**config.mk**
```make
export PLATFORM = sky130hd
export DESIGN_NAME = asc_place
export DESIGN_NICKNAME = d
export VERILOG_FILES = /design/src/rtl/asc_pkg.sv /design/src/rtl/asc_place.sv
export SDC_FILE = /design/constraint.sdc
export NUM_CORES = 1
export LEC_CHECK = 0
export BUFFER_PORTS_ARGS = -buffer_cell sky130_fd_sc_hd__buf_2
export CELL_PAD_IN_SITES_DETAIL_PLACEMENT = 2
export CELL_PAD_IN_SITES_GLOBAL_PLACEMENT = 2
export CORE_MARGIN = 10
export CORE_UTILIZATION = 37
export CTS_CLUSTER_DIAMETER = 80
export DETAILED_ROUTE_END_ITERATION = 6
export PLACE_DENSITY = 0.95
export SKIP_LAST_GASP = 1
export SYNTH_ARGS = -nofsm -noshare
export SYNTH_HDL_FRONTEND = slang
export SYNTH_SLANG_ARGS = --single-unit
```
**constraint.sdc**
```tcl
create_clock -name clk -period 6.73 [get_ports clk]
set_input_delay 1.0095 -clock clk [delete_from_list [all_inputs] [get_ports clk]]
set_output_delay 1.0095 -clock clk [all_outputs]
set_load 0.01 [all_outputs]
```
**src/rtl/asc_pkg.sv**
```systemverilog
// ----------------------------------------------------------------------------
// asc_pkg
// Shared constants for the affine sample coordinate mapper: register
// indexes, edge modes and fixed-point limits.
// ----------------------------------------------------------------------------
package asc_pkg;

	// default coordinate width (Q20.12)
	localparam int COORD_WIDTH_DEF = 32;

	// configuration port geometry
	localparam int CFG_INDEX_W = 3;
	localparam int CFG_DATA_W  = 64;

	// register indexes
	localparam logic [CFG_INDEX_W-1:0] REG_ROTATION    = 3'd0;
	localparam logic [CFG_INDEX_W-1:0] REG_SCALE       = 3'd1;
	localparam logic [CFG_INDEX_W-1:0] REG_OFFSET      = 3'd2;
	localparam logic [CFG_INDEX_W-1:0] REG_BOUNDS_LOW  = 3'd3;
	localparam logic [CFG_INDEX_W-1:0] REG_BOUNDS_HIGH = 3'd4;
	localparam logic [CFG_INDEX_W-1:0] REG_EDGE_MODE   = 3'd5;

	// edge modes
	localparam logic [1:0] MODE_ZERO   = 2'd0;
	localparam logic [1:0] MODE_CLAMP  = 2'd1;
	localparam logic [1:0] MODE_MIRROR = 2'd2;

	// Q1.14 unity and Q16.16 scale floor (0.001 rounded up)
	localparam logic signed [15:0] TRIG_ONE    = 16'sd16384;
	localparam logic [31:0]        SCALE_FLOOR = 32'd66;

	// register reset values
	localparam logic [31:0] ROTATION_RST = 32'h0000_4000;
	localparam logic [63:0] SCALE_RST    = 64'h0001_0000_0001_0000;

endpackage

```
**src/rtl/asc_place.sv**
```systemverilog
// ----------------------------------------------------------------------------
// asc_place
// Add the signed scaled delta back to the center with saturation, then test
// the bounds, form the clamped value and prepare the fold dividend.
// ----------------------------------------------------------------------------
module asc_place #(
	parameter int COORD_WIDTH = asc_pkg::COORD_WIDTH_DEF
) (
	input  logic                          clk,
	input  logic                          arst_n,
	input  logic                          adv,
	input  logic                          in_valid,
	input  logic [COORD_WIDTH+16:0]       quo_x,
	input  logic [COORD_WIDTH+16:0]       quo_y,
	input  logic                          neg_x,
	input  logic                          neg_y,
	input  logic signed [COORD_WIDTH-1:0] cen_x,
	input  logic signed [COORD_WIDTH-1:0] cen_y,
	input  logic signed [COORD_WIDTH-1:0] min_x,
	input  logic signed [COORD_WIDTH-1:0] min_y,
	input  logic signed [COORD_WIDTH-1:0] max_x,
	input  logic signed [COORD_WIDTH-1:0] max_y,
	output logic                          valid_s5,
	output logic                          out_any_s5,
	output logic [COORD_WIDTH-1:0]        abs_x_s5,
	output logic [COORD_WIDTH-1:0]        abs_y_s5,
	output logic                          tneg_x_s5,
	output logic                          tneg_y_s5,
	output logic signed [COORD_WIDTH-1:0] sel_x_s5,
	output logic signed [COORD_WIDTH-1:0] sel_y_s5
);
	localparam int W  = COORD_WIDTH;
	localparam int XW = W + 19;
	localparam logic signed [XW-1:0] VMAX = {{20{1'b0}}, {(W-1){1'b1}}};
	localparam logic signed [XW-1:0] VMIN = {{20{1'b1}}, {(W-1){1'b0}}};

	logic                 valid_s4;
	logic signed [W-1:0]  v_x_s4, v_y_s4;
	logic signed [XW-1:0] d_x, d_y, s_x, s_y;
	logic signed [W:0]    t_x, t_y;
	logic                 any;

	always_comb begin
		// signed delta plus center
		d_x = neg_x ? -$signed({2'b00, quo_x}) : $signed({2'b00, quo_x});
		d_y = neg_y ? -$signed({2'b00, quo_y}) : $signed({2'b00, quo_y});
		s_x = XW'(cen_x) + d_x;
		s_y = XW'(cen_y) + d_y;

		// bounds test and fold offset
		any = (v_x_s4 < min_x) || (v_x_s4 > max_x) || (v_y_s4 < min_y) || (v_y_s4 > max_y);
		t_x = (W+1)'(v_x_s4) - (W+1)'(min_x);
		t_y = (W+1)'(v_y_s4) - (W+1)'(min_y);
	end

	always_ff @(posedge clk or negedge arst_n) begin
		if (!arst_n) begin
			valid_s4 <= 1'b0;
			valid_s5 <= 1'b0;
		end else if (adv) begin
			valid_s4 <= in_valid;
			valid_s5 <= valid_s4;
		end
	end

	always_ff @(posedge clk) begin
		if (adv) begin
			v_x_s4 <= (s_x > VMAX) ? VMAX[W-1:0] : (s_x < VMIN) ? VMIN[W-1:0] : s_x[W-1:0];
			v_y_s4 <= (s_y > VMAX) ? VMAX[W-1:0] : (s_y < VMIN) ? VMIN[W-1:0] : s_y[W-1:0];

			out_any_s5 <= any;
			tneg_x_s5  <= t_x[W];
			tneg_y_s5  <= t_y[W];
			abs_x_s5   <= t_x[W] ? W'(-t_x) : t_x[W-1:0];
			abs_y_s5   <= t_y[W] ? W'(-t_y) : t_y[W-1:0];
			// inside keeps the value; outside takes the clamped one
			if (!any) begin
				sel_x_s5 <= v_x_s4;
				sel_y_s5 <= v_y_s4;
			end else begin
				sel_x_s5 <= (v_x_s4 < min_x) ? min_x : (v_x_s4 < max_x) ? v_x_s4 : max_x;
				sel_y_s5 <= (v_y_s4 < min_y) ? min_y : (v_y_s4 < max_y) ? v_y_s4 : max_y;
			end
		end
	end
endmodule

```
# After elaboration in Yosys (flattened, before gate mapping)
# Index checks and enable logic that the tools add are counted.
# word_totals
output_inout_bits	132
reg_bits	197
word_cells	44
in_bits	296
# op_classes
addsub	8
n_mux	12
reduce_logical	3
magnitude_cmp	10
# op_table
op	count
two-way mux 32 bit	10
less-than comparator 32 bit	4
adder 32 x 51 -> 51 bit	2
greater-than comparator 51 x 32 -> 1 bit, second input constant	2
less-than comparator 51 x 32 -> 1 bit, second input constant	2
two-way mux 51 bit	2
negator 49 -> 51 bit	2
subtractor 32 x 32 -> 33 bit	2
greater-than comparator 32 bit	2
negator 32 bit	2
logical OR 1 bit	3

# Depth between registers and ports, before layout
# depth
depth_word	5
ltp_mapped	24
mapped_depth_nobuf	23

# Worst setup path after synthesis
# No wires, ideal clock.
# synth_timing
kind	input-to-reg
start	input port quo_x[10]
end	register v_x_s4[22], data pin
cell_stages	22
setup_slack_ps	17
arrival_ps	6451
setup_ps	263
path_buffers	2
cell_sequence	or4_4 -> or3_4 -> or3_1 -> or3_1 -> or3_1 -> or2_2 -> nand2b_1 -> o41ai_1 -> xnor2_1 -> ha_1 -> clkbuf_1 -> a21o_1 -> a21o_1 -> a21o_1 -> or3_1 -> nor3_1 -> a211oi_1 -> or4_1 -> nor4_1 -> a41o_1 -> buf_2 -> o21ai_0
# synth_via
elab_chain_cells	5
elab_cells_between_ends	6
cone_classes	add/sub (2); order compare (2); mux (2)
# synth_rtl
element	line	rtl
from (decl)	asc_place.sv:13	input logic [COORD_WIDTH+16:0] quo_x,
negator 49 -> 51 bit	asc_place.sv:45	d_x = neg_x ? -$signed({2'b00, quo_x}) : $signed({2'b00, quo_x});
two-way mux 51 bit (*)	asc_place.sv:45	
adder 32 x 51 -> 51 bit (*)	asc_place.sv:47	s_x = XW'(cen_x) + d_x;
less-than comparator 51 x 32 -> 1 bit	asc_place.sv:68	v_x_s4 <= (s_x > VMAX) ? VMAX[W-1:0] : (s_x < VMIN) ? VMIN[W-1:0] : s_x[W-1:0];
two-way mux 32 bit	asc_place.sv:68	
to (signal assigned)	asc_place.sv:68	
to (decl)	asc_place.sv:38	logic signed [W-1:0] v_x_s4, v_y_s4;
# Mark *: on every way between the ends. The rest lies on a longest branch, timed or not.
# A chain may end at the register's enable or synchronous reset.

# Final worst setup path
# layout_timing
start	input port quo_x[10]
end	register v_x_s4[6], data pin
# Same word-level chain as after synthesis.

==> flow_metrics.tcl <==
set metrics [dict create \
    drcViolationCount 0 \
    wl_met2_um 58200 \
    antenna_found_initial 8 \
    row_count 90 \
    ys_top_cells_by_area "edfxtp_1, ha_1, xnor2_1, a21oi_1, o21ai_0" \
    cpMostUsedCell "or3_1" \
    wire_per_inst_um 28.8 \
    grt_max_degree 83 \
    start_kind "input port" \
    synth.distinct_cells 87 \
    syn_inst 2737 \
    vias 25100 \
    relSlewSlack 0.243 \
    synth_seq_area_share 0.259 \
    crit_fanout 16 \
    grtUsageTotal 0.311 \
    antenna_left 0 \
    cp_num_buf_inv 2 \
    wl_met1_um 47900 \
    outcome "completed" \
    synth.most_common_cell "a21oi_1" \
    die_x_um 268 \
    root_buffer "clkbuf_16" \
    path_cells "buf_2, or4_4, or3_4, or3_1, or3_1, or3_1, or2_4, o31ai_1, xnor2_1, ha_1, nand4_1, nor4_2, o21ai_0, nand2_1, o31a_1, or2_2, a211oi_2, or4_1, nor4_2, a41o_2, buf_12, o21ai_0" \
    port_buffers 427 \
    die_y_um 268 \
    required_ps 6950 \
    die_area_um2 71800 \
    cap_violations 0 \
    yosysTopAreaCell "edfxtp_1" \
    fin_setup_tns_ps 0 \
    grt-ovfl-total 0 \
    fin_area_um2 27700 \
    finalCritPeriodShare 0.981 \
    drt-total-wl_um 117000 \
    post-dp-hpwl_um 94800 \
    critPathTopFamily "simple AND/OR/NAND/NOR gates" \
    yosys_register_bits 197 \
    grt_pass1_vias 27600 \
    timing.final.max_slew_violations 0 \
    clk_path_buf_depth 2 \
    first_pass_iters 6 \
    drt_iter0_markers 1820 \
    setup_violations 0 \
    ioPinCount 428 \
    netlist_area_um2 22800 \
    final_cells 4050 \
    clkTransAtPathRegs_ps 90 \
    pre_cts_slack_ps -617 \
    dr.max_layer_used "met5" \
    synth_nets 3279 \
    max_stage_delay_ps 560 \
    cp_data_arrival_time_ps 6820 \
    ir_drop_uv 216 \
    layout.nets 3792 \
    grt_pass1_wl_um 174000 \
    vias_per_cell 6.21 \
    dpl_cell_area_um2 26800 \
    fin_hold_ws_ps 287 \
    start_util 0.376 \
    hold_viol_final 0 \
    worstSkewPairLatency_ps 500 \
    layout_min_cycle_time_ps 6600 \
    wl_met3_um 5630 \
    synthFlopType "edfxtp_1" \
    leakagePower_nw 12.0 \
    core_area_um2 60600 \
    fin_ws_ps 127 \
    clkSinkCount 197 \
    async_flop_share 0.0102 \
    skew_ps 22.2 \
    hold_buffers 0 \
    worstMarginPinSlew_ps 1140 \
    power.density_nw_per_um2 304 \
    fmax_mhz 151 \
    tritoncts "built" \
    synth_area_per_cell_um2 8.32 \
    drive_gt1_frac 0.219 \
    synth_commonest_cells "a21oi_1, ha_1, o21ai_0" \
    yosys_warnings 0 \
    crit_slowest_cell "or4_4" \
    hold_class "input port to asynchronous set/reset pin" \
    crit_type "input port to flop" \
    synth.top_cell.area_share 0.257 \
    cp-end-kind "flop" \
    synth-edff-count 195 \
    place_congestion 0.981 \
    htreeDepth 4 \
    area_delta_synth_final_pct 21.5 \
    n_fill_cell 6819 \
    tritoncts.num_buffers 17 \
    dp_cells 4007 \
]
## where the power goes
part           switching (mW)  internal [mW]
logic                    3.16           1.86
clock network           0.566          0.596
registers               0.290           1.93
## registers in the layout (all words and copies together) (netlist names), 32 cells and up
name,flops
abs_x_s5,32
abs_y_s5,32
sel_y_s5,32
sel_x_s5,32
v_y_s4,32
v_x_s4,32
## worst reg2reg max path, delay by kind of cell, from the launching register on
kind / cells / cell delay [ps]
AOI/OAI and AO/OA: 4 / 1320
adders and majority gates: 2 / 650
buffers and inverters: 2 / 210
DFF: 1 / 450
and+or+nand+nor: 4 / 2190
xor gates and xnor gates: 2 / 300
## through the flow
step	total power, mW	utilization
final	8.40	0.457
after global placement	6.52	0.442
after detailed placement	6.99	0.442
after global routing	8.82	0.457
after floorplan	5.00	-
after CTS	8.27	0.452
## worst paths after layout
check                           from            to  slack (ps)  depth (start not counted)
hold / removal                arst_n      valid_s4         290                          1
max in group asynchronous     arst_n      valid_s5        6340                          1
hold reg to reg             valid_s4      valid_s4         570                          1
setup / recovery           quo_x[10]     v_x_s4[6]         130                         22
setup reg to reg           v_x_s4[0]  abs_x_s5[27]        1350                         14
min in group clk            valid_s4      valid_s4         570                          1
## cell type report
class,instances,area [um2],area share
clock inverter,15,189,0.00683
timing repair buffer,600,3510,0.127
sequential,197,5910,0.214
antenna,5,12.5,0.000452
clock buffer,17,425,0.0154
tap,782,978,0.0354
inverter,188,706,0.0255
multi-input combinational,2246,15900,0.576
## what timing repair did
action / 4_1_cts / 5_1_grt
pin swaps: 0 / 13
gates resized for setup: 4 / 40
setup buffers: 0 / 5
setup endpoints to repair: 6 / 62
cloned: 0 / 1
## cells in the final DEF (no fill, tap or decap), drive strengths merged, types with 29 or more instances in the layout
cell       n
nor3      58
nand2    209
o21ai    231
nand3     52
a211oi    29
xor2      87
edfxtp   195
o22ai     36
o21a      30
ha       242
buf      598
mux2i     35
nor2     154
a2bb2oi   34
o31ai     47
a21oi    249
nand4     62
xnor2    208
inv      196
a21o      67
or3       31
## metal layers
metal | global-route usage | up-vias
li1 | - | 11200
met1 | 0.376 | 12700
met2 | 0.552 | 932
met3 | 0.0349 | 269
met4 | 0.128 | 4
met5 | 0 | -
## cells by family (layout without fill, tap and decap cells)
kind of cell	after synthesis	count (layout)	share of synthesized area
AOI/OAI and AO/OA	911	911	0.255
and+or+nand+nor	755	755	0.168
xor gates and xnor gates	295	295	0.114
buffers and inverters	294	820	0.0500
adders and majority gates	246	246	0.137
DFF	197	197	0.259
muxes	39	39	0.0174
other	0	5	0
Power figures use the tool's default switching activity.
