## config.mk

```make
export PLATFORM = sky130hd
export DESIGN_NAME = asc_fold
export DESIGN_NICKNAME = d
export VERILOG_FILES = /design/src/rtl/asc_pkg.sv /design/src/rtl/asc_fold.sv
export SDC_FILE = /design/constraint.sdc
export NUM_CORES = 1
export LEC_CHECK = 0
export BUFFER_PORTS_ARGS = -buffer_cell sky130_fd_sc_hd__buf_2
export CAP_MARGIN = 20
export CORE_UTILIZATION = 40
export DETAILED_ROUTE_END_ITERATION = 6
export HOLD_SLACK_MARGIN = 0.08
export PLACE_DENSITY_LB_ADDON = 0.12
export SLEW_MARGIN = 5
export SYNTH_ARGS = -nofsm -noshare
export SYNTH_HDL_FRONTEND = slang
export SYNTH_SLANG_ARGS = --single-unit
export TNS_END_PERCENT = 30
```

## constraint.sdc

```tcl
create_clock -name clk -period 0.8 [get_ports clk]
set_input_delay 0 -clock clk [delete_from_list [all_inputs] [get_ports clk]]
set_output_delay 0 -clock clk [all_outputs]
set_load 0.1 [all_outputs]
```

## src/rtl/asc_pkg.sv

```systemverilog
// ----------------------------------------------------------------------------
// asc_pkg
// Shared constants for the affine sample coordinate mapper: register
// indexes, edge modes and fixed-point limits.
// ----------------------------------------------------------------------------
package asc_pkg;

	// default coordinate width (Q20.12)
	localparam int COORD_WIDTH_DEF = 32;

	// configuration port geometry
	localparam int CFG_INDEX_W = 3;
	localparam int CFG_DATA_W  = 64;

	// register indexes
	localparam logic [CFG_INDEX_W-1:0] REG_ROTATION    = 3'd0;
	localparam logic [CFG_INDEX_W-1:0] REG_SCALE       = 3'd1;
	localparam logic [CFG_INDEX_W-1:0] REG_OFFSET      = 3'd2;
	localparam logic [CFG_INDEX_W-1:0] REG_BOUNDS_LOW  = 3'd3;
	localparam logic [CFG_INDEX_W-1:0] REG_BOUNDS_HIGH = 3'd4;
	localparam logic [CFG_INDEX_W-1:0] REG_EDGE_MODE   = 3'd5;

	// edge modes
	localparam logic [1:0] MODE_ZERO   = 2'd0;
	localparam logic [1:0] MODE_CLAMP  = 2'd1;
	localparam logic [1:0] MODE_MIRROR = 2'd2;

	// Q1.14 unity and Q16.16 scale floor (0.001 rounded up)
	localparam logic signed [15:0] TRIG_ONE    = 16'sd16384;
	localparam logic [31:0]        SCALE_FLOOR = 32'd66;

	// register reset values
	localparam logic [31:0] ROTATION_RST = 32'h0000_4000;
	localparam logic [63:0] SCALE_RST    = 64'h0001_0000_0001_0000;

endpackage

```

## src/rtl/asc_fold.sv

```systemverilog
// ----------------------------------------------------------------------------
// asc_fold
// Finish the mirror fold from the period remainder, pick the result by edge
// mode and hold it in the output register.
// ----------------------------------------------------------------------------
module asc_fold #(
	parameter int COORD_WIDTH = asc_pkg::COORD_WIDTH_DEF
) (
	input  logic                          clk,
	input  logic                          arst_n,
	input  logic                          adv,
	input  logic                          in_valid,
	input  logic [COORD_WIDTH:0]          rem_x,
	input  logic [COORD_WIDTH:0]          rem_y,
	input  logic                          out_any,
	input  logic                          tneg_x,
	input  logic                          tneg_y,
	input  logic signed [COORD_WIDTH-1:0] sel_x,
	input  logic signed [COORD_WIDTH-1:0] sel_y,
	input  logic signed [COORD_WIDTH-1:0] min_x,
	input  logic signed [COORD_WIDTH-1:0] min_y,
	input  logic [COORD_WIDTH-1:0]        rng_x,
	input  logic [COORD_WIDTH-1:0]        rng_y,
	input  logic                          rng_pos_x,
	input  logic                          rng_pos_y,
	input  logic [COORD_WIDTH:0]          per_x,
	input  logic [COORD_WIDTH:0]          per_y,
	input  logic [1:0]                    mode,
	output logic                          valid_q,
	output logic signed [COORD_WIDTH-1:0] src_x_q,
	output logic signed [COORD_WIDTH-1:0] src_y_q,
	output logic                          outside_q
);
	localparam int W = COORD_WIDTH;

	logic [W:0]          l1_x, l1_y, l2_x, l2_y;
	logic signed [W+1:0] a_x, a_y;
	logic signed [W-1:0] m_x, m_y;

	// non-negative remainder, reflect the upper half, rebase on the minimum
	always_comb begin
		l1_x = (tneg_x && (rem_x != '0)) ? per_x - rem_x : rem_x;
		l1_y = (tneg_y && (rem_y != '0)) ? per_y - rem_y : rem_y;
		l2_x = (l1_x > {1'b0, rng_x}) ? per_x - l1_x : l1_x;
		l2_y = (l1_y > {1'b0, rng_y}) ? per_y - l1_y : l1_y;
		a_x  = (W+2)'(min_x) + $signed({1'b0, l2_x});
		a_y  = (W+2)'(min_y) + $signed({1'b0, l2_y});
		m_x  = rng_pos_x ? a_x[W-1:0] : min_x;
		m_y  = rng_pos_y ? a_y[W-1:0] : min_y;
	end

	always_ff @(posedge clk or negedge arst_n) begin
		if (!arst_n) begin
			valid_q <= 1'b0;
		end else if (adv) begin
			valid_q <= in_valid;
		end
	end

	// select by edge mode
	always_ff @(posedge clk) begin
		if (adv) begin
			if (out_any && (mode == asc_pkg::MODE_MIRROR)) begin
				src_x_q   <= m_x;
				src_y_q   <= m_y;
				outside_q <= 1'b0;
			end else if (out_any && (mode != asc_pkg::MODE_CLAMP)) begin
				src_x_q   <= '0;
				src_y_q   <= '0;
				outside_q <= 1'b1;
			end else begin
				src_x_q   <= sel_x;
				src_y_q   <= sel_y;
				outside_q <= 1'b0;
			end
		end
	end
endmodule

```

### Yosys cells after proc, flatten, opt, wreduce, memory -nomap -nowiden

Cells that the tools add are included.
W data, S select, Z words.

| storage, ports and cells | value |
|---|---|
| register bits after elaboration | 66 |
| bits of input ports | 335 |
| output and inout port bits | 66 |

| operators by class | value |
|---|---|
| $lt $le $gt $ge | 2 |
| reduce and logical (&&, ||, !) cells | 6 |
| eq/ne operators | 2 |
| multiplexer cells | 11 |
| $add $sub $neg | 6 |

Operator list:

| cell | count |
|---|---|
| $mux W32 | 8 |
| $gt A33 B32 Y1 | 2 |
| $mux W33 | 2 |
| $reduce_bool A33 Y1 | 2 |
| $sub A33 B33 Y33 | 2 |
| $add A32 B32 Y32 | 2 |
| $sub A32 B32 Y32 | 2 |
| $logic_and A1 B1 Y1 | 4 |
| $eq A2 B2 Y1 const B | 1 |
| $ne A2 B1 Y1 const B | 1 |
| $mux W1 | 1 |

### Logic depth before layout (Yosys ltp)

| logic depth | value |
|---|---|
| word-level depth | 8 |
| mapped depth | 44 |
| depth with buffers taken out | 42 |

### Worst setup path before layout

No wires, ideal clock.

| path | value |
|---|---|
| path type | input to register |
| from | input port per_x[0] |
| to | register src_x_q[31] (data pin) |
| data required time | 541 ps |
| path slack | -6715 ps |
| path buffers | 2 |
| data arrival time | 7256 ps |
| stages | 36 |
| cell sequence | inv_1 > ha_1 > inv_1 > fa_1 > a211oi_1 > o211ai_1 > nand4b_1 > nand2_1 > or3_1 > a221oi_1 > xor2_1 > o21ai_0 > ha_1 > a21o_1 > a21o_1 > a21oi_1 > o211ai_1 > a2111oi_0 > o21ai_0 > a21boi_0 > mux2i_1 > buf_2 > clkbuf_1 > o21ai_0 > ha_1 > a21oi_2 > nor2_1 > a2111oi_2 > o2111ai_1 > a31oi_1 > nor2b_1 > or3_1 > a221oi_2 > o21ai_1 > xnor3_1 > a211o_1 |

| on the way | value |
|---|---|
| longest elaborated chain between the ends | 7 |

RTL lines:

| element | RTL line | RTL |
|---|---|---|
| from (decl) | asc_fold.sv:26 | `input logic [COORD_WIDTH:0] per_x,` |
| $sub A33 B33 Y33 | asc_fold.sv:42 | `l1_x = (tneg_x && (rem_x != '0)) ? per_x - rem_x : rem_x;` |
| $mux W33 | asc_fold.sv:42 |  |
| $sub A32 B32 Y32 / $gt A33 B32 Y1 (equally long branches) | asc_fold.sv:44 | `l2_x = (l1_x > {1'b0, rng_x}) ? per_x - l1_x : l1_x;` |
| $mux W32 (*) | asc_fold.sv:44 |  |
| $add A32 B32 Y32 (*) | asc_fold.sv:46 | `a_x = (W+2)'(min_x) + $signed({1'b0, l2_x});` |
| $mux W32 (*) | asc_fold.sv:48 | `m_x = rng_pos_x ? a_x[W-1:0] : min_x;` |
| $mux W32 (*) | asc_fold.sv:63 | `if (out_any && (mode == asc_pkg::MODE_MIRROR)) begin` |
| to (signal assigned) | asc_fold.sv:64 | `src_x_q <= m_x;` |
| to (signal assigned) | asc_fold.sv:72 | `src_x_q <= sel_x;` |
| to (decl) | asc_fold.sv:30 | `output logic signed [COORD_WIDTH-1:0] src_x_q,` |

Mark *: on every way between the ends. The rest lies on a longest branch, timed or not.
A chain may end at the register's enable or synchronous reset.

### Worst setup path in the final report

| path | value |
|---|---|
| from | input port per_y[0] |
| to | register src_y_q[31] (data pin) |

| on the way | value |
|---|---|
| longest elaborated chain between the ends | 7 |

RTL lines:

| element | RTL line | RTL |
|---|---|---|
| from (decl) | asc_fold.sv:27 | `input logic [COORD_WIDTH:0] per_y,` |
| $sub A33 B33 Y33 | asc_fold.sv:43 | `l1_y = (tneg_y && (rem_y != '0)) ? per_y - rem_y : rem_y;` |
| $mux W33 | asc_fold.sv:43 |  |
| $sub A32 B32 Y32 / $gt A33 B32 Y1 (equally long branches) | asc_fold.sv:45 | `l2_y = (l1_y > {1'b0, rng_y}) ? per_y - l1_y : l1_y;` |
| $mux W32 (*) | asc_fold.sv:45 |  |
| $add A32 B32 Y32 (*) | asc_fold.sv:47 | `a_y = (W+2)'(min_y) + $signed({1'b0, l2_y});` |
| $mux W32 (*) | asc_fold.sv:49 | `m_y = rng_pos_y ? a_y[W-1:0] : min_y;` |
| $mux W32 (*) | asc_fold.sv:63 |  |
| to (signal assigned) | asc_fold.sv:65 | `src_y_q <= m_y;` |
| to (signal assigned) | asc_fold.sv:73 | `src_y_q <= sel_y;` |
| to (decl) | asc_fold.sv:31 | `output logic signed [COORD_WIDTH-1:0] src_y_q,` |

Marked as above.

==> metrics.cfg <==
[critical_path]
critical-path-max-stage-delay_ns=0.36
timing.critical_path.slowest_stage_cell=sky130_fd_sc_hd__fa_2
worst_ep_arrival_time_ns=7.20
critical_path.startpoint_type=input pin
critical_path_buf_inv_count=6
cp-end-kind=flip-flop
cp_top_family=compound AO/OA/AOI/OAI gates
criticalPathCategory=in -> reg
crit_path_max_fanout=6
worst-endpoint-required_ns=0.91

[timing]
postLayoutSetupSlackWorst_ns=-6.28
hold_violations=4
max_freq_mhz=141
worst_clock_skew_ns=0
timing.final.crit_share_pct=885
maxSlewViolCount=0
final.hold.worst_slack_ns=-0.0359
worst_slew_margin_rel_pct=37.2
timing.final.setup_violations=130
period_needed_ns=7.08
rsz0062_at_grt=yes
tightestPinTransition_ns=0.936

[detailed_routing]
vias_per_cell=5.35
avgRoutedWirePerCell_microns=18.1
vias=21500
drtPass1Iterations=5
drc=0
detailedRoute.firstIterationViolations=1535
route.antenna.remaining_nets=0
wl_microns=72900

[outcome]
violations=negative hold slack, negative setup slack
run_status=finished, violations left

[logic_synthesis]
synth-edff-count=65
syn-cell-area_sq_um=15900
yosys_warnings=0
avgSynthCellArea_sq_um=7.29
post_synth_net_total=2783
synth-seq-cells=66
synth.distinct_cells=81
post_synth_main_area_contributors=sky130_fd_sc_hd__ha_1 (20%), sky130_fd_sc_hd__edfxtp_1 (12%), sky130_fd_sc_hd__a21oi_1 (6.6%), sky130_fd_sc_hd__o21ai_0 (6.1%), sky130_fd_sc_hd__inv_1 (6.0%)
netlist.top_cell.by_area=sky130_fd_sc_hd__ha_1
dominantRegCellSynth=sky130_fd_sc_hd__edfxtp_1
synth_top_cell_area_share_pct=20.1
synth_seq_area_share_pct=12.4
asyncSetResetFlopFracSynth_pct=1.52
synthCells=2186

[layout]
synthesis_to_layout_area_growth_pct=79.8
filler_cell_count=3075
nNetsFinal=4094
layout.cells.non_filler=4026
fraction_of_final_layout_cells_with_drive_strength_greater_than_1_pct=44.1
most-common-layout-cells=sky130_fd_sc_hd__buf_4 (853), sky130_fd_sc_hd__buf_2 (331), sky130_fd_sc_hd__inv_1 (242)
mostFrequentLayoutCell=sky130_fd_sc_hd__buf_4

[global_routing]
overflow=0
track_usage_pct=34.3
initial_antenna_violation_count=8
grt_pass1_wl_microns=111000
grt_use_met2_pct=57.0
grt_util_met1_pct=47.9
globalRoute.busiestLayer=met2
met3_usage_pct=3.11
grt_max_degree=42
first_global_vias=21200

[job]
timing.max_cap.violations=0

[floorplanning]
num_io_pins=401
core.rowCount=72
die_w_microns=202
starting_density_of_the_core_pct=40.9
core_region_area_sq_um=39000
design.die.area_sq_um=40700
die_span_y_microns=202

[placement]
dp_hpwl_microns=59900
post-place-cells=3873
final_weighted_congestion_of_routability_driven_global_placement=1.01
place.port_buffers=400

[clock_tree]
worstSkewPairLatency_ns=0.35
tritoncts.num_buffers=9
clockRootBuffer=sky130_fd_sc_hd__clkbuf_16
tritoncts_clock_tree=built
ctsHtreeMaxLevel=3
clkSinkCount=66
hold_buffers=67
clock_tree.buffer_depth=2
clk_transition_reported_paths_ns=0.07

[power]
finalPower_w=0.0565
p_leak_nw=14.9
power.density_nw_per_um2=1970
max-vdd-ir-drop_mv=1.46

[hold_path]
worst_min_delay_path_class=in -> reg

## routing by layer
metal	share of wire, %	routed length (microns)	up-vias
met5	0.022	16	-
met3	6.1	4460	99
met4	2.1	1550	2
li1	-	-	10600
met1	46	33800	10100
met2	45	33000	726
## through the flow
stage	setup slack [ns]	instance area (sq um)	utilization, %	TNS (ns)
3_3_place_gp	-6.72	25900	66.4	-384.36
6_report	-6.28	28700	73.5	-369.76
3_5_place_dp	-6.93	25900	66.4	-397.06
2_1_floorplan	-6.04	16200	-	-342.12
4_1_cts	-6.27	28000	71.7	-371.96
5_1_grt	-6.60	28700	73.5	-391.58
## kinds of logic (layout without fill, tap and decap cells)
family,Yosys count,in the layout,synth area share [%]
adders and majority gates,262,262,20.8
and+or+nand+nor,587,587,17.4
other,0,6,0
DFF,66,66,12.4
AOI/OAI and AO/OA,757,757,30.1
buffers and inverters,309,1622,7.39
xor gates and xnor gates,143,143,7.94
muxes,62,65,3.96
## report_power, final
part           switching (W)  leakage (nW)  internal, W
clock                0.00188         0.173      0.00315
combinational         0.0234          14.1       0.0234
sequential          0.000345         0.642      0.00430
## tightest hold or removal path: cells and delay by family
kind | cells | cell delay [ns]
compound gates | 2 | 0.13
buf+inv | 1 | 0.08
## what timing repair did
action,4_1_cts,5_1_grt
pin swaps,134,137
setup endpoints to repair,130,130
endpoints found under the hold margin,65,12
setup buffers,43,27
cloned,4,0
resized for setup,181,131
## state kept, by name, indices dropped and copies added (netlist names)
signal	flops
src_x_q	32
src_y_q	32
outside_q	1
valid_q	1
## final timing paths
kind	start	end	slack [ns]	cells after the start
hold reg to reg	valid_q$_DFFE_PN0P_	valid_q$_DFFE_PN0P_	0.54	1
max in group asynchronous	arst_n	valid_q$_DFFE_PN0P_	0.20	3
min in group asynchronous	arst_n	valid_q$_DFFE_PN0P_	0.50	3
setup reg to reg	valid_q$_DFFE_PN0P_	valid_q$_DFFE_PN0P_	0.04	1
setup / recovery	per_y[0]	src_y_q[31]$_DFFE_PP_	-6.28	42
hold / removal	sel_y[30]	src_y_q[30]$_DFFE_PP_	-0.04	3
## layout make-up
type | count | area [sq um] | area share [%]
Multi-Input combinational cell | 1814 | 14100 | 49.3
Tap cell | 518 | 648 | 2.26
Clock buffer | 10 | 239 | 0.834
Clock inverter | 6 | 113 | 0.393
Timing Repair Buffer | 1353 | 10600 | 36.8
Inverter | 253 | 975 | 3.40
Antenna cell | 6 | 15.0 | 0.0524
Sequential cell | 66 | 1980 | 6.90
## cell usage after synthesis, types with 39 or more instances
cell type and n:
sky130_fd_sc_hd__ha_1 256, sky130_fd_sc_hd__inv_1 253, sky130_fd_sc_hd__a21oi_1 211, sky130_fd_sc_hd__o21ai_0 195, sky130_fd_sc_hd__nand2_1 188, sky130_fd_sc_hd__nor2_1 153, sky130_fd_sc_hd__a21o_1 94, sky130_fd_sc_hd__xnor2_1 83
sky130_fd_sc_hd__edfxtp_1 65, sky130_fd_sc_hd__xor2_1 59, sky130_fd_sc_hd__mux2i_1 56, sky130_fd_sc_hd__nand3_1 44, sky130_fd_sc_hd__o21a_1 42, sky130_fd_sc_hd__clkbuf_1 39
Note: power is estimated with default switching activity, not from simulation.
