## src/rtl/asc_pkg.sv

```systemverilog
// ----------------------------------------------------------------------------
// asc_pkg
// Shared constants for the affine sample coordinate mapper: register
// indexes, edge modes and fixed-point limits.
// ----------------------------------------------------------------------------
package asc_pkg;

	// default coordinate width (Q20.12)
	localparam int COORD_WIDTH_DEF = 32;

	// configuration port geometry
	localparam int CFG_INDEX_W = 3;
	localparam int CFG_DATA_W  = 64;

	// register indexes
	localparam logic [CFG_INDEX_W-1:0] REG_ROTATION    = 3'd0;
	localparam logic [CFG_INDEX_W-1:0] REG_SCALE       = 3'd1;
	localparam logic [CFG_INDEX_W-1:0] REG_OFFSET      = 3'd2;
	localparam logic [CFG_INDEX_W-1:0] REG_BOUNDS_LOW  = 3'd3;
	localparam logic [CFG_INDEX_W-1:0] REG_BOUNDS_HIGH = 3'd4;
	localparam logic [CFG_INDEX_W-1:0] REG_EDGE_MODE   = 3'd5;

	// edge modes
	localparam logic [1:0] MODE_ZERO   = 2'd0;
	localparam logic [1:0] MODE_CLAMP  = 2'd1;
	localparam logic [1:0] MODE_MIRROR = 2'd2;

	// Q1.14 unity and Q16.16 scale floor (0.001 rounded up)
	localparam logic signed [15:0] TRIG_ONE    = 16'sd16384;
	localparam logic [31:0]        SCALE_FLOOR = 32'd66;

	// register reset values
	localparam logic [31:0] ROTATION_RST = 32'h0000_4000;
	localparam logic [63:0] SCALE_RST    = 64'h0001_0000_0001_0000;

endpackage

```

## src/rtl/asc_cfg.sv

```systemverilog
// ----------------------------------------------------------------------------
// asc_cfg
// Configuration registers and the values derived from them: saturated
// bounds and offset, center, fold period, clamped trig and floored scale.
// ----------------------------------------------------------------------------
module asc_cfg #(
	parameter int COORD_WIDTH = asc_pkg::COORD_WIDTH_DEF
) (
	input  logic                                clk,
	input  logic                                arst_n,
	input  logic                                wr_en,
	input  logic [asc_pkg::CFG_INDEX_W-1:0]     wr_index,
	input  logic [asc_pkg::CFG_DATA_W-1:0]      wr_data,
	output logic signed [COORD_WIDTH-1:0]       min_x,
	output logic signed [COORD_WIDTH-1:0]       min_y,
	output logic signed [COORD_WIDTH-1:0]       max_x,
	output logic signed [COORD_WIDTH-1:0]       max_y,
	output logic signed [COORD_WIDTH-1:0]       off_x,
	output logic signed [COORD_WIDTH-1:0]       off_y,
	output logic signed [COORD_WIDTH-1:0]       cen_x,
	output logic signed [COORD_WIDTH-1:0]       cen_y,
	output logic [COORD_WIDTH-1:0]              rng_x,
	output logic [COORD_WIDTH-1:0]              rng_y,
	output logic                                rng_pos_x,
	output logic                                rng_pos_y,
	output logic [COORD_WIDTH:0]                per_x,
	output logic [COORD_WIDTH:0]                per_y,
	output logic signed [15:0]                  cos_v,
	output logic signed [15:0]                  sin_v,
	output logic [31:0]                         scl_x,
	output logic [31:0]                         scl_y,
	output logic [1:0]                          mode
);
	localparam int W  = COORD_WIDTH;
	localparam int EW = (W > 32) ? W : 32;
	localparam logic signed [EW:0] CMAXE = {{(EW-W+2){1'b0}}, {(W-1){1'b1}}};
	localparam logic signed [EW:0] CMINE = {{(EW-W+2){1'b1}}, {(W-1){1'b0}}};

	logic [31:0] rotation_q;
	logic [63:0] scale_q;
	logic [63:0] offset_q;
	logic [63:0] low_q;
	logic [63:0] high_q;
	logic [1:0]  mode_q;

	logic signed [W:0]  sum_x, sum_y, dif_x, dif_y;
	logic signed [15:0] cos_raw, sin_raw;

	// saturate a 32-bit register half to the coordinate range
	function automatic logic signed [W-1:0] sat_half(input logic signed [31:0] h);
		logic signed [EW:0] e;
		e = (EW+1)'(h);
		if (e > CMAXE) begin
			return CMAXE[W-1:0];
		end else if (e < CMINE) begin
			return CMINE[W-1:0];
		end
		return e[W-1:0];
	endfunction

	// clamp a Q1.14 value to +-1.0
	function automatic logic signed [15:0] clamp_trig(input logic signed [15:0] t);
		if (t > asc_pkg::TRIG_ONE) begin
			return asc_pkg::TRIG_ONE;
		end else if (t < -asc_pkg::TRIG_ONE) begin
			return -asc_pkg::TRIG_ONE;
		end
		return t;
	endfunction

	// write registers
	always_ff @(posedge clk or negedge arst_n) begin
		if (!arst_n) begin
			rotation_q <= asc_pkg::ROTATION_RST;
			scale_q    <= asc_pkg::SCALE_RST;
			offset_q   <= '0;
			low_q      <= '0;
			high_q     <= '0;
			mode_q     <= asc_pkg::MODE_ZERO;
		end else if (wr_en) begin
			case (wr_index)
				asc_pkg::REG_ROTATION:    rotation_q <= wr_data[31:0];
				asc_pkg::REG_SCALE:       scale_q    <= wr_data;
				asc_pkg::REG_OFFSET:      offset_q   <= wr_data;
				asc_pkg::REG_BOUNDS_LOW:  low_q      <= wr_data;
				asc_pkg::REG_BOUNDS_HIGH: high_q     <= wr_data;
				asc_pkg::REG_EDGE_MODE:   mode_q     <= wr_data[1:0];
				default: ;
			endcase
		end
	end

	// derive the per-axis constants
	always_comb begin
		min_x = sat_half(low_q[31:0]);
		min_y = sat_half(low_q[63:32]);
		max_x = sat_half(high_q[31:0]);
		max_y = sat_half(high_q[63:32]);
		off_x = sat_half(offset_q[31:0]);
		off_y = sat_half(offset_q[63:32]);

		sum_x = (W+1)'(min_x) + (W+1)'(max_x);
		sum_y = (W+1)'(min_y) + (W+1)'(max_y);
		cen_x = sum_x[W:1];
		cen_y = sum_y[W:1];

		dif_x = (W+1)'(max_x) - (W+1)'(min_x);
		dif_y = (W+1)'(max_y) - (W+1)'(min_y);
		rng_pos_x = (dif_x > 0);
		rng_pos_y = (dif_y > 0);
		rng_x = dif_x[W-1:0];
		rng_y = dif_y[W-1:0];
		per_x = {dif_x[W-1:0], 1'b0};
		per_y = {dif_y[W-1:0], 1'b0};

		cos_raw = rotation_q[15:0];
		sin_raw = rotation_q[31:16];
		cos_v = clamp_trig(cos_raw);
		sin_v = clamp_trig(sin_raw);

		scl_x = (scale_q[31:0] < asc_pkg::SCALE_FLOOR) ? asc_pkg::SCALE_FLOOR : scale_q[31:0];
		scl_y = (scale_q[63:32] < asc_pkg::SCALE_FLOOR) ? asc_pkg::SCALE_FLOOR
		                                                : scale_q[63:32];
		mode = mode_q;
	end
endmodule

```

## config.mk

```make
export PLATFORM = sky130hd
export DESIGN_NAME = asc_cfg
export DESIGN_NICKNAME = d
export VERILOG_FILES = /design/src/rtl/asc_pkg.sv /design/src/rtl/asc_cfg.sv
export SDC_FILE = /design/constraint.sdc
export NUM_CORES = 1
export LEC_CHECK = 0
export ABC_AREA = 1
export BUFFER_PORTS_ARGS = -buffer_cell sky130_fd_sc_hd__buf_2
export CAP_MARGIN = 20
export CORE_AREA = 2 2 218 220
export DETAILED_ROUTE_END_ITERATION = 6
export DIE_AREA = 0 0 220 222
export PLACE_DENSITY = 0.73
export SYNTH_ARGS = -nofsm -noshare
export SYNTH_HDL_FRONTEND = slang
export SYNTH_SLANG_ARGS = --single-unit
```

## constraint.sdc

```tcl
create_clock -name clk -period 5.3 [get_ports clk]
set_clock_uncertainty 0.1 [all_clocks]
set_input_delay 0.53 -clock clk [delete_from_list [all_inputs] [get_ports clk]]
set_output_delay 0.53 -clock clk [all_outputs]
set_load 0.02 [all_outputs]
```

# Yosys cells after proc, flatten, opt, wreduce, memory -nomap -nowiden
# Index checks and enable logic that the tools add are counted.
# word_totals
latchBits	0
mem_count	0
output_inout_bits	486
input_bits	70
wordCells	84
romBits	0
regBits	290
ramBits	0
# op_classes
magnitude_cmp	20
n_shift	0
reduce_logical	7
n_eq_ne	5
muxes	42
bitwise_logic	0
addsub	4
div_mod_pow	0
multipliers	0
# ops
operator	count
32-bit 2-to-1 mux	20
32-bit greater-than comparator, second input constant	6
32-bit less-than comparator, second input constant	6
16-bit 2-to-1 mux	6
32-bit by 32-bit adder with 33-bit output	2
33-bit by 1-bit greater-than comparator with 1-bit output, second input constant	2
32-bit by 32-bit subtractor with 33-bit output	2
32-bit by 7-bit less-than comparator with 1-bit output, second input constant	2
16-bit greater-than comparator, second input constant	2
16-bit by 15-bit less-than comparator with 1-bit output, second input constant	2
1-bit 2-to-1 mux	16
2-bit AND reduction	6
3-bit by 2-bit equality test with 1-bit output, second input constant	2
3-bit equality test, second input constant	2
3-bit by 1-bit equality test with 1-bit output, second input constant	1
3-bit zero test	1

# Logic depth before layout (Yosys ltp)
# logic_depth
word_depth	6
ltp_mapped	20
depth_no_buf	19

# Least setup slack after synthesis
# Ideal clock, no wire load.
# synth_path
path_kind	reg2out
startpoint	register low_q[0]
endpoint	output rng_pos_x
n_path_buf	1
required_ns	4.670
arrival_ns	2.601
setup_slack_ns	2.069
path_stages_with_launch	18
path_cell_list	dfrtp_1 clkbuf_1 ha_1 inv_1 fa_1 nand3_1 nand3_1 nand2_1 nand2_1 nand3_1 nand2_1 nand2_1 nand3_1 nand2_1 nor2_1 nand3_1 nor2_1 nor2_1
# synth_between
elab_chain_len	6
word_cells_on_any_way	8
cone_classes	add/sub: 1; order compare: 3; mux: 4
# synth_lines
item	line	source
start, declared	asc_cfg.sv:42	logic [63:0] low_q;
start signal, assigned	asc_cfg.sv:85	asc_pkg::REG_BOUNDS_LOW: low_q <= wr_data;
32-bit less-than comparator	asc_cfg.sv:55	end else if (e < CMINE) begin
1-bit 2-to-1 mux	asc_cfg.sv:55	
1-bit 2-to-1 mux	asc_cfg.sv:53	if (e > CMAXE) begin
32-bit 2-to-1 mux (*)	asc_cfg.sv:58	return e[W-1:0];
net min_x[0]	asc_cfg.sv:14	output logic signed [COORD_WIDTH-1:0] min_x,
32-bit by 32-bit subtractor with 33-bit output (*)	asc_cfg.sv:107	dif_x = (W+1)'(max_x) - (W+1)'(min_x);
net per_x[31]	asc_cfg.sv:26	output logic [COORD_WIDTH:0] per_x,
33-bit by 1-bit greater-than comparator with 1-bit output (*)	asc_cfg.sv:109	rng_pos_x = (dif_x > 0);
end, declared	asc_cfg.sv:24	output logic rng_pos_x,
# Mark *: on every way through the listed nets, which the timed path passes. The rest lies on a longest branch.

# Worst setup path after layout
# layout_path
startpoint	register high_q[0]
endpoint	output rng_pos_x
# layout_between
elab_chain_len	6
word_cells_on_any_way	8
cone_classes	add/sub: 1; order compare: 3; mux: 4
# layout_lines
item	line	source
start, declared	asc_cfg.sv:43	logic [63:0] high_q;
start signal, assigned	asc_cfg.sv:86	asc_pkg::REG_BOUNDS_HIGH: high_q <= wr_data;
32-bit less-than comparator	asc_cfg.sv:55	
1-bit 2-to-1 mux	asc_cfg.sv:55	
1-bit 2-to-1 mux	asc_cfg.sv:53	
32-bit 2-to-1 mux (*)	asc_cfg.sv:58	
32-bit by 32-bit subtractor with 33-bit output (*)	asc_cfg.sv:107	
33-bit by 1-bit greater-than comparator with 1-bit output (*)	asc_cfg.sv:109	
# Every way passes the cells marked *; elsewhere a longest branch is shown, timed or not.

==> impl_metrics.ini <==
[clock_network]
clk_pin_slew_ns = 0.06
cts_made_buffers = 36
cts_tree = built
h-tree-depth = 2
ctsHoldBuffers = 0
clock-sinks = 290
clock_path_buffers = 3
clk-insertion-delay-late_ns = 0.54
postCtsSetupBuffers = 0
ctsRootBufferMaster = clkbuf_16
cts-resized-gates = 0

[sta]
whs_ns = -0.00777
setup_ws_ns = 1.21
hold_viol_final = 21
slew_headroom = 0.376
finalCritPeriodShare = 0.771
setup-tns-final_ns = 0
slew_violations = 0
setup_viol = 0
rsz0062_at_grt = false
fin_crit_ns = 4.09
worst_slew_pin_slew_ns = 0.928
fmax_mhz = 245

[routing]
wl_per_cell_um = 18.6
firstDrtPassIters = 6
routed_wl_mm = 76.5
vias_per_cell = 5.12
drcViolationCount = 0
vias = 21000
drt_iter0_markers = 1990
ant_nets = 0

[yosys]
yosysTopAreaCell = dfrtp_1
synth_top_area_frac = 0.335
syn-cell-area_um2 = 21500
synth_seq_cells = 290
synth.top_cells.by_area = dfrtp_1, nand2_1, inv_1, o21ai_0, ha_1
ys.warnings.count = 0
seq_area_frac_synth = 0.338
synth-edff-count = 0
avgSynthCellArea_um2 = 6.56
dominantRegCellSynth = dfrtp_1
postSynthCellCount = 3271
async_flop_share = 1.00
ys_types = 44

[finish]
syn2layout_area_growth_pct = 14.6
diodes = 0
drive_gt1_frac = 0.193
n_fill_cell = 4682
nets = 3675
fin_util = 0.532
finalInstanceArea_um2 = 24600

[die]
die_h_um = 222
die_w_um = 220
core-area_um2 = 46300
pin_count = 556
dieArea_um2 = 48800
num_rows = 79
start_util = 0.464

[status]
violations = hold timing
status = complete, but fails checks

[power_and_ir_drop]
p_switching_mw = 7.16
leakage_nw = 14.3
p_per_area_nw_per_um2 = 557
pwr-share-clk = 0.191
p_comb_frac = 0.586
switching_share = 0.523
max-vdd-ir-drop_uv = 568
p_int_mw = 6.54
seqPwrFrac = 0.223

[global_route]
grtUsageTotal = 0.306
grt_max_degree = 123
grt_pass1_wl_mm = 116
overflow = 0
antenna_found_initial = 0
grt_pass1_vias = 19500

[place]
dp_slack_ns = 1.84
routabilityCongestion = 1.05
port_buffers = 553
place_area_um2 = 23300
dpl.hpwl_mm = 61.4

[critical_path]
critical_path_class = reg -> out
cp.required_ns = 4.67
crit_path_end_kind = output port
crit_path_start_kind = register
worstPathMaxFanout = 4
critical_path_arrival_ns = 3.46

[job]
max_cap_violations = 0

[hold_path]
hp-class = in -> async
path summary, 6_finish.rpt:
kind                                      to  slack, ns  cells past startpoint          from
worst max register to register   scale_q[48]       4.37                      2   scale_q[48]
worst min register to register  offset_q[33]       0.38                      2  offset_q[33]
min in group clk                   low_q[54]       0.22                      3   wr_data[54]
max in group asynchronous        offset_q[1]       3.84                      2        arst_n
worst max-delay path               rng_pos_x       1.21                     19     high_q[0]
worst min-delay path            offset_q[26]     -0.008                      1        arst_n
routing by layer:
layer	part of all wire	vias to the layer above	wire length (µm)	track usage
met5	0	-	0	0
met4	0.048	0	3700	0.136
met3	0.077	165	5870	0.0450
met2	0.44	968	33900	0.475
met1	0.43	9653	33000	0.422
li1	-	10300	-	-
flip-flops by register name (all words and copies together) (netlist names):
register	flops
high_q	64
low_q	64
offset_q	64
scale_q	64
rotation_q	32
mode	2
cells in the final DEF, fill, tap and decap left out, drive strengths merged, types with 2 or more instances in the layout:
cell | Yosys | layout
nand4 | 33 | 33
o21a | 6 | 6
clkinv | 4 | 10
xnor2 | 2 | 2
dfstp | 3 | 3
bufinv | 0 | 5
nand3 | 132 | 132
dfrtp | 287 | 287
fa | 4 | 4
xor2 | 69 | 69
and2 | 2 | 2
o211ai | 2 | 2
a221oi | 5 | 5
nor3 | 20 | 20
o21ai | 344 | 344
or2 | 5 | 5
clkinvlp | 0 | 2
buf | 87 | 562
ha | 128 | 128
inv | 509 | 512
conb | 1 | 2
a21oi | 119 | 119
nor2 | 269 | 269
clkbuf | 312 | 50
nor4 | 15 | 15
a21o | 8 | 8
o21bai | 18 | 18
nand2 | 881 | 881
through the flow:
stage	std cells	total power, mW	hold WS [ns]
after floorplan	3272	8.82	0.134
after global placement	4040	11.0	0.361
after detailed placement	4040	11.0	0.370
after CTS	4106	13.7	0.0106
after global routing	4108	14.5	0.0480
final	4108	13.7	-0.00777
cells by family after synthesis:
| group | share of synthesized area |
|---|---|
| XOR/XNOR | 0.0290 |
| flip-flops | 0.338 |
| AO/OA/AOI/OAI | 0.125 |
| AND/OR/NAND/NOR | 0.256 |
| other | 0.000175 |
| adder cells (fa/ha/maj) | 0.0783 |
| buffers and inverters | 0.174 |
final cells by class:
cell class / count / area, µm² / share of cell area
Timing Repair Buffer: 562 / 2890 / 0.117
Clock inverter: 16 / 229 / 0.00930
Inverter: 513 / 1930 / 0.0782
Clock buffer: 50 / 1020 / 0.0416
Tap cell: 607 / 759 / 0.0309
Multi-Input combinational cell: 2070 / 10500 / 0.428
Sequential cell: 290 / 7260 / 0.295
cell usage after synthesis (3+ instances only):
library cell	number
nand3_1	131
o21ai_0	335
fa_1	4
dfstp_2	3
nor3_1	19
a21oi_1	117
inv_2	17
nand2_1	875
ha_1	128
clkbuf_1	309
o21ai_1	4
o21bai_1	18
nand4_1	33
inv_1	492
nor4_1	15
buf_4	73
nand2_2	6
o21ai_2	5
a221oi_1	5
clkbuf_2	3
dfrtp_1	287
or2_2	5
buf_2	12
a21o_1	8
nor2_2	11
clkinv_1	4
xor2_1	69
nor2_1	258
o21a_1	6
critical path, cell delays in order (launching register included):
cell and delay, ns:
dfrtp_1 0.41, inv_1 0.07, ha_1 0.15, inv_1 0.08, fa_1 0.46, nand3_1 0.15
nand3_1 0.17, nand2_1 0.13, nand2_1 0.10, nand3_1 0.13, nand2_1 0.15, nand2_1 0.13
nand2_1 0.06, nand2_1 0.06, nand2_1 0.11, nor2_1 0.13, nand3_1 0.08, nor2_1 0.14
nor2_1 0.05, buf_2 0.16
power groups by stage:
| stage | Sequential [mW] | Combinational (mW) | Clock (mW) |
|---|---|---|---|
| after floorplan | 2.86 | 5.95 | 0 |
| after global placement | 3.07 | 7.93 | 0 |
| after detailed placement | 3.08 | 7.92 | 0 |
| after CTS | 3.05 | 7.95 | 2.67 |
| after global routing | 3.11 | 8.68 | 2.75 |
| final | 3.06 | 8.02 | 2.62 |
Note: power is estimated with default switching activity, not from simulation.
